### config.mk
export PLATFORM = sky130hd
export DESIGN_NAME = dns_name_to_text_top
export DESIGN_NICKNAME = d
export VERILOG_FILES = /design/src/rtl/dnt_pkg.sv /design/src/rtl/dnt_front.sv /design/src/rtl/dnt_queue.sv /design/src/rtl/dnt_back.sv /design/src/rtl/dns_name_to_text_top.sv
export SDC_FILE = /design/constraint.sdc
export NUM_CORES = 1
export LEC_CHECK = 0
export BUFFER_PORTS_ARGS = -buffer_cell sky130_fd_sc_hd__buf_2
export CAP_MARGIN = 20
export CORE_AREA = 5 5 175 193
export DETAILED_ROUTE_END_ITERATION = 8
export DIE_AREA = 0 0 180 198
export GPL_ROUTABILITY_DRIVEN = 1
export HOLD_SLACK_MARGIN = 0.03
export PLACE_DENSITY = 0.47
export SYNTH_ARGS = -nofsm -noshare
export SYNTH_HDL_FRONTEND = slang
export SYNTH_SLANG_ARGS = --single-unit
### constraint.sdc
create_clock -name clk -period 8.67 [get_ports clk]
set_clock_uncertainty 0.1 [all_clocks]
set_input_delay 0.867 -clock clk [delete_from_list [all_inputs] [get_ports clk]]
set_output_delay 0.867 -clock clk [all_outputs]
set_load 0.05 [all_outputs]
### src/rtl/dnt_pkg.sv
package dnt_pkg;

	localparam int unsigned CAP_W         = 11;
	localparam int unsigned CAP_RESET     = 1025;
	localparam int unsigned LEFT_W        = 6;
	localparam int unsigned QUEUE_DEPTH_D = 4;

	localparam logic [7:0] CH_NUL   = 8'h00;
	localparam logic [7:0] CH_DOT   = 8'h2E;
	localparam logic [7:0] CH_BSL   = 8'h5C;
	localparam logic [7:0] CH_LPAR  = 8'h28;
	localparam logic [7:0] CH_RPAR  = 8'h29;
	localparam logic [7:0] CH_AT    = 8'h40;
	localparam logic [7:0] CH_QUOTE = 8'h22;
	localparam logic [7:0] CH_DOLL  = 8'h24;
	localparam logic [7:0] CH_SEMI  = 8'h3B;
	localparam logic [7:0] CH_ZERO  = 8'h30;
	localparam logic [7:0] PRINT_LO = 8'h21;
	localparam logic [7:0] PRINT_HI = 8'h7E;

	typedef enum logic [1:0] {
		ST_OK       = 2'd0,
		ST_RESERVED = 2'd1,
		ST_CAPACITY = 2'd2
	} status_t;

	// kinds of character group the front hands to the back
	typedef enum logic [2:0] {
		GK_DOT     = 3'd0,
		GK_PLAIN   = 3'd1,
		GK_ESC     = 3'd2,
		GK_DEC     = 3'd3,
		GK_NUL     = 3'd4,
		GK_ROOT    = 3'd5,
		GK_DOT_ERR = 3'd6,
		GK_ERR     = 3'd7
	} group_kind_t;

	typedef struct packed {
		group_kind_t        kind;
		logic [7:0]         data;
		logic [CAP_W-1:0]   len;
		status_t            err;
	} group_t;

	typedef struct packed {
		logic [7:0]       ch;
		status_t          status;
		logic             last;
		logic [CAP_W-1:0] len;
	} out_word_t;

	function automatic logic is_special(input logic [7:0] b);
		return (b == CH_DOT) || (b == CH_BSL) || (b == CH_LPAR) || (b == CH_RPAR) ||
			(b == CH_AT) || (b == CH_QUOTE) || (b == CH_DOLL) || (b == CH_SEMI);
	endfunction

	// index of the final word of a group
	function automatic logic [1:0] group_last_idx(input group_kind_t k);
		logic [1:0] r;
		unique case (k)
			GK_ESC, GK_ROOT, GK_DOT_ERR: r = 2'd1;
			GK_DEC:                      r = 2'd3;
			default:                     r = 2'd0;
		endcase
		return r;
	endfunction

endpackage

### src/rtl/dnt_front.sv
module dnt_front (
	input  logic                      clk,
	input  logic                      arst_n,
	input  logic                      in_valid,
	output logic                      in_stall,
	input  logic [7:0]                wire_byte,
	input  logic                      start_of_name,
	input  logic                      cfg_valid,
	input  logic [dnt_pkg::CAP_W-1:0] cfg_data,
	input  logic                      q_full,
	output logic                      push,
	output dnt_pkg::group_t           push_data
);

	logic [dnt_pkg::LEFT_W-1:0] label_left_q;
	logic [dnt_pkg::CAP_W-1:0]  chars_written_q;
	logic                       discarding_q;
	logic [dnt_pkg::CAP_W-1:0]  capacity_q;

	logic [dnt_pkg::LEFT_W-1:0] ll_e, ll_n;
	logic [dnt_pkg::CAP_W-1:0]  cw_e, cw_n;
	logic                       disc_e, disc_n;
	logic [2:0]                 need;
	logic [dnt_pkg::CAP_W:0]    sum;
	logic                       fits;
	logic                       fits2;
	logic                       grp;
	dnt_pkg::group_t            g;
	logic                       accept;

	assign in_stall = q_full;
	assign accept   = in_valid && !q_full;

	always_comb begin
		ll_e   = start_of_name ? '0 : label_left_q;
		cw_e   = start_of_name ? '0 : chars_written_q;
		disc_e = start_of_name ? 1'b0 : discarding_q;

		// characters this byte would write
		if (ll_e != '0) begin
			if (dnt_pkg::is_special(wire_byte))
				need = 3'd2;
			else if (wire_byte < dnt_pkg::PRINT_LO || wire_byte > dnt_pkg::PRINT_HI)
				need = 3'd4;
			else
				need = 3'd1;
		end else begin
			need = 3'd1;
		end
		sum   = {1'b0, cw_e} + {{(dnt_pkg::CAP_W-2){1'b0}}, need};
		fits  = sum <= {1'b0, capacity_q};
		fits2 = {1'b0, capacity_q} >= (dnt_pkg::CAP_W+1)'(2);

		ll_n   = ll_e;
		cw_n   = cw_e;
		disc_n = disc_e;
		grp    = 1'b0;
		g.kind = dnt_pkg::GK_ERR;
		g.data = wire_byte;
		g.len  = '0;
		g.err  = dnt_pkg::ST_CAPACITY;

		if (disc_e) begin
			grp = 1'b0;
		end else if (ll_e == '0) begin
			grp = 1'b1;
			if (wire_byte == 8'h00) begin
				ll_n = '0;
				cw_n = '0;
				if (!fits) begin
					g.kind = dnt_pkg::GK_ERR;
					disc_n = 1'b1;
				end else if (cw_e == '0) begin
					if (fits2) begin
						g.kind = dnt_pkg::GK_ROOT;
						g.len  = dnt_pkg::CAP_W'(2);
					end else begin
						g.kind = dnt_pkg::GK_DOT_ERR;
						disc_n = 1'b1;
					end
				end else begin
					g.kind = dnt_pkg::GK_NUL;
					g.len  = sum[dnt_pkg::CAP_W-1:0];
				end
			end else if (wire_byte[7:6] != 2'b00) begin
				g.kind = dnt_pkg::GK_ERR;
				g.err  = dnt_pkg::ST_RESERVED;
				ll_n   = '0;
				cw_n   = '0;
				disc_n = 1'b1;
			end else if (cw_e != '0) begin
				if (fits) begin
					g.kind = dnt_pkg::GK_DOT;
					cw_n   = sum[dnt_pkg::CAP_W-1:0];
					ll_n   = wire_byte[dnt_pkg::LEFT_W-1:0];
				end else begin
					g.kind = dnt_pkg::GK_ERR;
					ll_n   = '0;
					cw_n   = '0;
					disc_n = 1'b1;
				end
			end else begin
				grp  = 1'b0;
				ll_n = wire_byte[dnt_pkg::LEFT_W-1:0];
			end
		end else begin
			grp = 1'b1;
			if (fits) begin
				ll_n = ll_e - dnt_pkg::LEFT_W'(1);
				cw_n = sum[dnt_pkg::CAP_W-1:0];
				unique case (need)
					3'd2:    g.kind = dnt_pkg::GK_ESC;
					3'd4:    g.kind = dnt_pkg::GK_DEC;
					default: g.kind = dnt_pkg::GK_PLAIN;
				endcase
			end else begin
				g.kind = dnt_pkg::GK_ERR;
				ll_n   = '0;
				cw_n   = '0;
				disc_n = 1'b1;
			end
		end
	end

	assign push      = accept && grp;
	assign push_data = g;

	always_ff @(posedge clk or negedge arst_n) begin
		if (!arst_n) begin
			label_left_q    <= '0;
			chars_written_q <= '0;
			discarding_q    <= 1'b0;
			capacity_q      <= dnt_pkg::CAP_W'(dnt_pkg::CAP_RESET);
		end else begin
			if (accept) begin
				label_left_q    <= ll_n;
				chars_written_q <= cw_n;
				discarding_q    <= disc_n;
			end
			if (cfg_valid)
				capacity_q <= cfg_data;
		end
	end

endmodule

### src/rtl/dnt_queue.sv
module dnt_queue #(
	parameter int unsigned DEPTH = dnt_pkg::QUEUE_DEPTH_D
) (
	input  logic            clk,
	input  logic            arst_n,
	input  logic            push,
	input  dnt_pkg::group_t push_data,
	output logic            full,
	input  logic            pop,
	output logic            not_empty,
	output dnt_pkg::group_t pop_data
);

	localparam int unsigned PW = (DEPTH > 1) ? $clog2(DEPTH) : 1;
	localparam int unsigned CW = $clog2(DEPTH + 1);

	dnt_pkg::group_t slot_q [DEPTH];
	logic [PW-1:0]   wr_ptr_q;
	logic [PW-1:0]   rd_ptr_q;
	logic [CW-1:0]   count_q;
	logic            do_push;
	logic            do_pop;

	assign full      = count_q == CW'(DEPTH);
	assign not_empty = count_q != '0;
	assign pop_data  = slot_q[rd_ptr_q];
	assign do_push   = push && !full;
	assign do_pop    = pop && not_empty;

	function automatic logic [PW-1:0] bump(input logic [PW-1:0] p);
		return (p == PW'(DEPTH - 1)) ? '0 : p + PW'(1);
	endfunction

	always_ff @(posedge clk) begin
		if (do_push)
			slot_q[wr_ptr_q] <= push_data;
	end

	always_ff @(posedge clk or negedge arst_n) begin
		if (!arst_n) begin
			wr_ptr_q <= '0;
			rd_ptr_q <= '0;
			count_q  <= '0;
		end else begin
			if (do_push)
				wr_ptr_q <= bump(wr_ptr_q);
			if (do_pop)
				rd_ptr_q <= bump(rd_ptr_q);
			if (do_push && !do_pop)
				count_q <= count_q + CW'(1);
			else if (do_pop && !do_push)
				count_q <= count_q - CW'(1);
		end
	end

endmodule

### src/rtl/dnt_back.sv
module dnt_back (
	input  logic              clk,
	input  logic              arst_n,
	input  logic              q_not_empty,
	input  dnt_pkg::group_t   q_data,
	output logic              q_pop,
	output logic              out_valid,
	input  logic              out_stall,
	output dnt_pkg::out_word_t out_word
);

	dnt_pkg::group_t    cur_q;
	logic               cur_vld_q;
	logic [1:0]         idx_q;
	logic               out_vld_q;
	dnt_pkg::out_word_t out_q;

	logic               load_ok;
	logic               take;
	logic               done;
	logic [1:0]         hund;
	logic [6:0]         rem;
	logic [14:0]        prod;
	logic [3:0]         tens;
	logic [3:0]         ones;
	dnt_pkg::out_word_t w;

	assign load_ok = !out_vld_q || !out_stall;
	assign take    = load_ok && cur_vld_q;
	assign done    = take && (idx_q == dnt_pkg::group_last_idx(cur_q.kind));
	assign q_pop   = q_not_empty && (!cur_vld_q || done);

	// decimal digits of the byte, tens by reciprocal multiply
	always_comb begin
		if (cur_q.data >= 8'd200)
			hund = 2'd2;
		else if (cur_q.data >= 8'd100)
			hund = 2'd1;
		else
			hund = 2'd0;
		rem  = 7'(cur_q.data - 8'(hund) * 8'd100);
		prod = 15'(rem) * 15'd205;
		tens = prod[14:11];
		ones = 4'(rem - 7'(tens) * 7'd10);
	end

	always_comb begin
		w.ch     = dnt_pkg::CH_NUL;
		w.status = dnt_pkg::ST_OK;
		w.last   = 1'b0;
		w.len    = '0;
		unique case (cur_q.kind)
			dnt_pkg::GK_DOT:   w.ch = dnt_pkg::CH_DOT;
			dnt_pkg::GK_PLAIN: w.ch = cur_q.data;
			dnt_pkg::GK_ESC:   w.ch = (idx_q == 2'd0) ? dnt_pkg::CH_BSL : cur_q.data;
			dnt_pkg::GK_DEC: begin
				unique case (idx_q)
					2'd0: w.ch = dnt_pkg::CH_BSL;
					2'd1: w.ch = dnt_pkg::CH_ZERO + 8'(hund);
					2'd2: w.ch = dnt_pkg::CH_ZERO + 8'(tens);
					2'd3: w.ch = dnt_pkg::CH_ZERO + 8'(ones);
				endcase
			end
			dnt_pkg::GK_NUL: begin
				w.last = 1'b1;
				w.len  = cur_q.len;
			end
			dnt_pkg::GK_ROOT: begin
				if (idx_q == 2'd0) begin
					w.ch = dnt_pkg::CH_DOT;
				end else begin
					w.last = 1'b1;
					w.len  = cur_q.len;
				end
			end
			dnt_pkg::GK_DOT_ERR: begin
				if (idx_q == 2'd0) begin
					w.ch = dnt_pkg::CH_DOT;
				end else begin
					w.status = dnt_pkg::ST_CAPACITY;
					w.last   = 1'b1;
				end
			end
			dnt_pkg::GK_ERR: begin
				w.status = cur_q.err;
				w.last   = 1'b1;
			end
		endcase
	end

	always_ff @(posedge clk) begin
		if (q_pop)
			cur_q <= q_data;
		if (take)
			out_q <= w;
	end

	always_ff @(posedge clk or negedge arst_n) begin
		if (!arst_n) begin
			cur_vld_q <= 1'b0;
			idx_q     <= '0;
			out_vld_q <= 1'b0;
		end else begin
			if (load_ok)
				out_vld_q <= cur_vld_q;
			if (q_pop) begin
				cur_vld_q <= 1'b1;
				idx_q     <= '0;
			end else if (done) begin
				cur_vld_q <= 1'b0;
				idx_q     <= '0;
			end else if (take) begin
				idx_q <= idx_q + 2'd1;
			end
		end
	end

	assign out_valid = out_vld_q;
	assign out_word  = out_q;

endmodule

### src/rtl/dns_name_to_text_top.sv
// dns wire-form name to presentation text converter
// input channel: one wire byte per word (wire_byte, start_of_name), in_valid/in_stall;
//   a byte is taken whenever in_valid is high and in_stall is low
// output channel: one text character per word (out_char, status, last, total_length),
//   out_valid/out_stall; the receiver holds out_stall high to stall
// config channel: cfg_valid/cfg_ready writes output_capacity, always ready;
//   write it only while no name is in flight
// a byte makes zero to four characters; a non-printable byte makes four
// path: a byte's first character passes the queue slot, the current group
//   register and then the output register
// throughput: the output register moves one character per cycle while
//   out_stall is low; the first length byte of a name and dropped bytes
//   make no characters at the output
// the front keeps taking bytes while the group queue has room, so the input
//   stalls only once the queue fills behind a stalled or busy output
// reset clears label state, character count, error drop mode, the queue count and
//   the output valid flag; capacity returns to 1025
module dns_name_to_text_top #(
	parameter int unsigned QUEUE_DEPTH = dnt_pkg::QUEUE_DEPTH_D
) (
	input  logic                      clk,
	input  logic                      arst_n,
	// input words
	input  logic                      in_valid,
	output logic                      in_stall,
	input  logic [7:0]                wire_byte,
	input  logic                      start_of_name,
	// output words
	output logic                      out_valid,
	input  logic                      out_stall,
	output logic [7:0]                out_char,
	output logic [1:0]                status,
	output logic                      last,
	output logic [dnt_pkg::CAP_W-1:0] total_length,
	// capacity register write
	input  logic                      cfg_valid,
	output logic                      cfg_ready,
	input  logic [dnt_pkg::CAP_W-1:0] output_capacity
);

	logic               q_full;
	logic               q_push;
	dnt_pkg::group_t    q_in;
	logic               q_pop;
	logic               q_not_empty;
	dnt_pkg::group_t    q_out;
	dnt_pkg::out_word_t word;

	assign cfg_ready = 1'b1;

	// front: label tracking, escape class, capacity check
	dnt_front u_front (
		.clk           (clk),
		.arst_n        (arst_n),
		.in_valid      (in_valid),
		.in_stall      (in_stall),
		.wire_byte     (wire_byte),
		.start_of_name (start_of_name),
		.cfg_valid     (cfg_valid && cfg_ready),
		.cfg_data      (output_capacity),
		.q_full        (q_full),
		.push          (q_push),
		.push_data     (q_in)
	);

	// short queue of character groups between front and back
	dnt_queue #(
		.DEPTH (QUEUE_DEPTH)
	) u_queue (
		.clk       (clk),
		.arst_n    (arst_n),
		.push      (q_push),
		.push_data (q_in),
		.full      (q_full),
		.pop       (q_pop),
		.not_empty (q_not_empty),
		.pop_data  (q_out)
	);

	// back: expands each group into characters, one per cycle while out_stall is low
	dnt_back u_back (
		.clk         (clk),
		.arst_n      (arst_n),
		.q_not_empty (q_not_empty),
		.q_data      (q_out),
		.q_pop       (q_pop),
		.out_valid   (out_valid),
		.out_stall   (out_stall),
		.out_word    (word)
	);

	assign out_char     = word.ch;
	assign status       = word.status;
	assign last         = word.last;
	assign total_length = word.len;

	// an error word ends the name and carries no character
	a_err_word: assert property (@(posedge clk) disable iff (!arst_n)
		out_valid && (status != dnt_pkg::ST_OK) |-> last && (out_char == dnt_pkg::CH_NUL))
		else $error("error word malformed");

	// only the final NUL reports a length
	a_len_only_last: assert property (@(posedge clk) disable iff (!arst_n)
		out_valid && !last |-> total_length == '0)
		else $error("length on a non-final word");

	// a good NUL always counts at least the NUL and one character
	a_nul_len: assert property (@(posedge clk) disable iff (!arst_n)
		out_valid && last && (status == dnt_pkg::ST_OK) |->
			(out_char == dnt_pkg::CH_NUL) && (total_length >= dnt_pkg::CAP_W'(2)))
		else $error("bad terminating word");

	// the queue never takes a group while full
	a_no_overflow: assert property (@(posedge clk) disable iff (!arst_n)
		q_full |-> in_stall && !q_push)
		else $error("queue overflow");

endmodule
Word level (Yosys, flattened, before mapping)
Memory sizes are Yosys's and may differ from the RTL's. A register that Yosys moved wholly into a read port is not among the register bits.
Index checks and enable logic that the tools add are counted.
Operators by class
  bitwise logic cells: 0
  reduce and logical (&&, ||, !) cells: 40
  divide/modulo/power cells: 0
  equality and inequality tests: 24
  order comparisons: 6
  $mul: 3
  $add $sub $neg: 12
  shifts and indexed selects: 0
  mux-type cells: 75
Operator list (count)
  11-bit two-way mux: 10
  6-bit two-way mux: 9
  8-bit by 6-bit equality test with 1-bit output, second input constant: 6
  3-bit two-way mux: 14
  8-bit one-hot mux with 5 select lines: 1
  8-bit one-hot mux with 4 select lines: 1
  13-bit two-way mux: 2
  2-bit two-way mux: 11
  11-bit one-hot mux with 2 select lines: 1
  1-bit two-way mux: 20
  3-bit equality test, second input constant: 6
  8-bit by 7-bit equality test with 1-bit output, second input constant: 2
  7-bit by 8-bit multiplier with 15-bit output, second input constant: 1
  6-bit by 4-bit adder with 7-bit output, first input constant: 2
  11-bit by 3-bit adder with 12-bit output: 1
  12-bit by 11-bit less-or-equal comparator with 1-bit output: 1
  12-bit two-way mux: 1
  2-bit one-hot mux with 2 select lines: 3
  11-bit by 2-bit >= comparator with 1-bit output, second input constant: 1
  11-bit zero test: 1
  11-bit nonzero test: 1
  1-bit logical OR: 10
  3-bit by 2-bit equality test with 1-bit output, second input constant: 3
  1-bit logical AND: 9
  29 further kinds: 43
Word-level totals
  memories kept: 1
  bits of input ports: 25
  latch bits: 0
  output and inout bits: 25
  bits in read-only memories: 0
  register bits after elaboration: 62
  RAM bits: 96
Memory list
  u_queue.slot_q: depth 4, width 24, read ports 1, clocked after Yosys merged registers in 1, write ports 1, line dnt_queue.sv:17  | dnt_pkg::group_t slot_q [DEPTH];

Depth between registers and ports, before layout
  depth in word-level cells: 18
  mapped depth: 26
  gate-level depth less buffers: 26

Hierarchy
Synthesis repeated with hierarchy kept, for this count alone.
Unflattened totals
  cells, all modules: 744
  area, all modules: 9679.3 um2
By module, submodules not included
  dnt_queue: sequential area each 3057.9 um2, cells each 163, instances 1, area each 3971.3 um2
  dnt_back: sequential area each 1481.4 um2, cells each 265, instances 1, area each 3158.0 um2
  dnt_front: sequential area each 728.2 um2, cells each 314, instances 1, area each 2538.7 um2
  dns_name_to_text_top: sequential area each 0.0 um2, cells each 2, instances 1, area each 11.3 um2

Worst setup path before layout
OpenSTA, ideal clock, no wires.
  kind: reg2reg
  start point: register, netlist name u_back.cur_q[17]
  end point: register u_back.out_q, in the netlist u_back.out_word[17], data pin
  path buffers: 0
  arrival: 5.944 ns
  period minus slack after synthesis: 6.179 ns
  stages on the path, launching flop included: 23
  setup slack: 2.491 ns
  data required time: 8.435 ns
  setup time: 0.135 ns
  cells stage by stage: edfxtp_1 > or3_1 > a32o_1 > ha_1 > fa_1 > nand2b_1 > a21oi_1 > xnor2_1 > ha_1 > fa_1 > fa_1 > ha_1 > ha_1 > a21o_1 > a21o_1 > a211oi_1 > nor2_1 > ha_1 > fa_1 > xnor2_1 > xnor3_1 > or3_1 > nand3_1
RTL lines
  end signal, assigned: line dnt_back.sv:95  | out_q <= w;
  end, declared: line dnt_back.sv:16  | dnt_pkg::out_word_t out_q;

==> reports/qor.yml <==
yosys:
  synthTopCellsByArea: "edfxtp_1 46%, dfrtp_1 10%, ha_1 8.4%"
  synth_edf_count: 142
  synth.net_count: 813
  ys_seq_area_share_pct: 56.45
  synth-seq-cells: 182
  syn-cell-area_sq_mm: 0.009331
  ys.flop_type: "edfxtp_1"
  yosysWarnings: 0
  ys_types: 65
  synthesis.instances: 713
  synth-async-reset-ratio_pct: 21.98
  yosysTopAreaCellShare_pct: 45.70
  synth_common_cells: "142 x edfxtp_1, 63 x ha_1, 53 x inv_1"
  syn-mean-instance-area_sq_um: 13.09
  yosysMostFrequentCell: "edfxtp_1"
  synth_top_area_cell: "edfxtp_1"
global_routing:
  grt_max_degree: 41
  grt-ovfl-total: 0
  grt_usage_pct: 11.16
  grt_pass1_wl_um: 31940
  grt_pass1_vias: 5941
  antenna_found_initial: 0
sta:
  rsz0062_at_grt: "no"
  slew-limit-headroom_pct: 39.71
  fin_setup_tns_ps: 0
  max_freq_mhz: 151.1
  period_share_pct: 76.33
  period_minus_slack_ps: 6618
  worst_pin_slew_ps: 903.4
  finalSetupViolCount: 0
  slew_viol_final: 0
  hold_viol_final: 0
clocking:
  postCtsSetupBuffers: 0
  clk_pin_slew_worst_paths_ps: 70
  clk_latency_ps: 420
  cts_sinks: 182
  h-tree-depth: 4
  clk_path_buf_depth: 2
  hold_buffers: 0
  cts_buffers: 17
  cts_resized: 0
  cts_root_buf: "clkbuf_16"
  cts_tree: "done"
worst_setup_path:
  critPathMaxFanout: 7
  end_kind: "flop"
  cp.arrival_ps: 6810
  setup.worst_path.start: "u_back.cur_q[17]$_DFFE_PP_"
  reg2reg_from: "u_back.cur_q[17]$_DFFE_PP_"
  cp_common_cell: "ha_1"
  worstSetupPathType: "reg -> reg"
  cp_cell_sequence: "or3_1 > a32o_1 > ha_1 > fa_1 > nand2b_1 > a21oi_1 > xnor2_1 > ha_1 > ha_1 > fa_1 > inv_1 > fa_1 > inv_1 > ha_1 > a21oi_1 > nand2_1 > a211oi_1 > nor2_1 > ha_1 > fa_1 > xnor2_1 > xnor3_1 > or3_1 > nand3_1"
  crit_required_ps: 8860
  cp-start-kind: "flop"
  critPathMaxStageDelay_ps: 510
  crit_path_top_delay_cell: "fa_1"
floorplanning:
  io_pins: 50
  dieHeight_um: 198
  die_area_sq_mm: 0.03564
  die_x_um: 180
  core_area_sq_mm: 0.03140
  num_rows: 68
  initial_core_util_pct: 29.72
route:
  drtPass1Iterations: 4
  postRouteAntennaNets: 0
  wl_per_cell_um: 15.94
  drt_iter0_markers: 420
  vias_per_cell: 4.677
  num_vias: 5598
  routed_wl_um: 19080
  drc: 0
layout:
  synthToLayoutAreaGrowth_pct: 14.25
  n_antenna_cell: 0
  layout-drive-gt1-share_pct: 16.09
  fill_cells: 3082
  finalNetCount: 864
run:
  drv_cap: 0
place:
  dpl.hpwl_um: 13670
  port_buffers: 48
  gp_congestion: 0.7721
worst_hold_path:
  hp-class: "in -> async"
run_status:
  status: "finished, final reports clean"
==> worst paths after layout <==
check / end / slack, ps / depth (start not counted)
worst max-delay path: u_back.out_word[17]$_DFFE_PP_ / 2050 / 24
worst min-delay path: u_back.idx_q[0]$_DFFE_PN0P_ / 190 / 1
worst max register to register: u_back.out_word[17]$_DFFE_PP_ / 2050 / 24
worst min register to register: u_front.discarding_q$_DFFE_PN0P_ / 400 / 1
max in group asynchronous: u_front.capacity_q[0]$_DFFE_PN1P_ / 7730 / 2
min in group clk: u_front.discarding_q$_DFFE_PN0P_ / 400 / 1
==> registers in the layout, indices dropped and copies added (netlist names), 3 cells and up <==
signal,flops
u_front.label_left_q,6
u_back.cur_q,24
u_front.chars_written_q,11
u_queue.count_q,3
u_back.out_word,22
u_queue.slot_q,96
u_front.capacity_q,11
==> metal layers <==
metal	up-vias	part of all wire, %	GRT usage, %
met5	-	0	0
met4	0	0.61	2.456
met3	10	2.8	2.388
met2	73	49	18.85
met1	2751	48	14.90
li1	2764	-	-
==> cells by family after synthesis <==
kind of cell	synth area share, %
and+or+nand+nor	11.08
DFF	56.45
AOI/OAI and AO/OA	9.145
buffers and inverters	3.245
adders and majority gates	11.02
muxes	6.624
xor gates and xnor gates	2.400
other	0.04019
==> final cells by class <==
| type | count | area, sq um | area share (%) |
|---|---|---|---|
| sequential | 182 | 5268 | 49.41 |
| timing repair buffer | 56 | 312.8 | 2.934 |
| tap | 420 | 525.5 | 4.929 |
| clock buffer | 19 | 432.9 | 4.061 |
| inverter | 53 | 198.9 | 1.866 |
| clock inverter | 13 | 162.7 | 1.526 |
| multi-input combinational | 454 | 3761 | 35.28 |
==> cell usage in the layout (no fill, tap or decap), types with 6 or more instances in the layout <==
cell	instances
and2_1	21
nand2b_1	8
edfxtp_1	142
xor2_1	9
a21o_1	14
nor2b_1	11
buf_4	6
nand4_1	6
and3_1	6
nor3_1	21
nand3_1	11
buf_2	48
clkbuf_16	17
ha_1	63
o21ai_0	25
a22o_1	16
mux4_2	24
dfrtp_1	38
a21oi_1	31
fa_1	12
xnor2_1	14
nand2_1	44
nor2_1	42
nor4_1	7
inv_1	53
==> through the flow <==
| step | setup slack [ps] | utilization [%] | cell area, sq um | hold WS, ps | std cells |
|---|---|---|---|---|---|
| 2_1_floorplan | 2491 | - | 9331 | 356.0 | 713 |
| 3_3_place_gp | 2154 | 31.97 | 10040 | 371.9 | 1163 |
| 3_5_place_dp | 2054 | 31.97 | 10040 | 376.9 | 1163 |
| 4_1_cts | 2011 | 33.87 | 10630 | 390.9 | 1195 |
| 5_1_grt | 1591 | 33.96 | 10660 | 174.6 | 1197 |
| 6_report | 2052 | 33.96 | 10660 | 194.9 | 1197 |
==> critical path, delay by kind of cell (launching register included) <==
kind / cells / cell delay, ps
simple gates: 6 / 1170
compound gates: 4 / 920
xor+xnor: 3 / 730
fa+ha+maj: 9 / 3000
buf+inv: 2 / 90
flops: 1 / 490
Power is not shown: default switching activity piles up to over one toggle a cycle in this logic, so the estimate is an artifact.
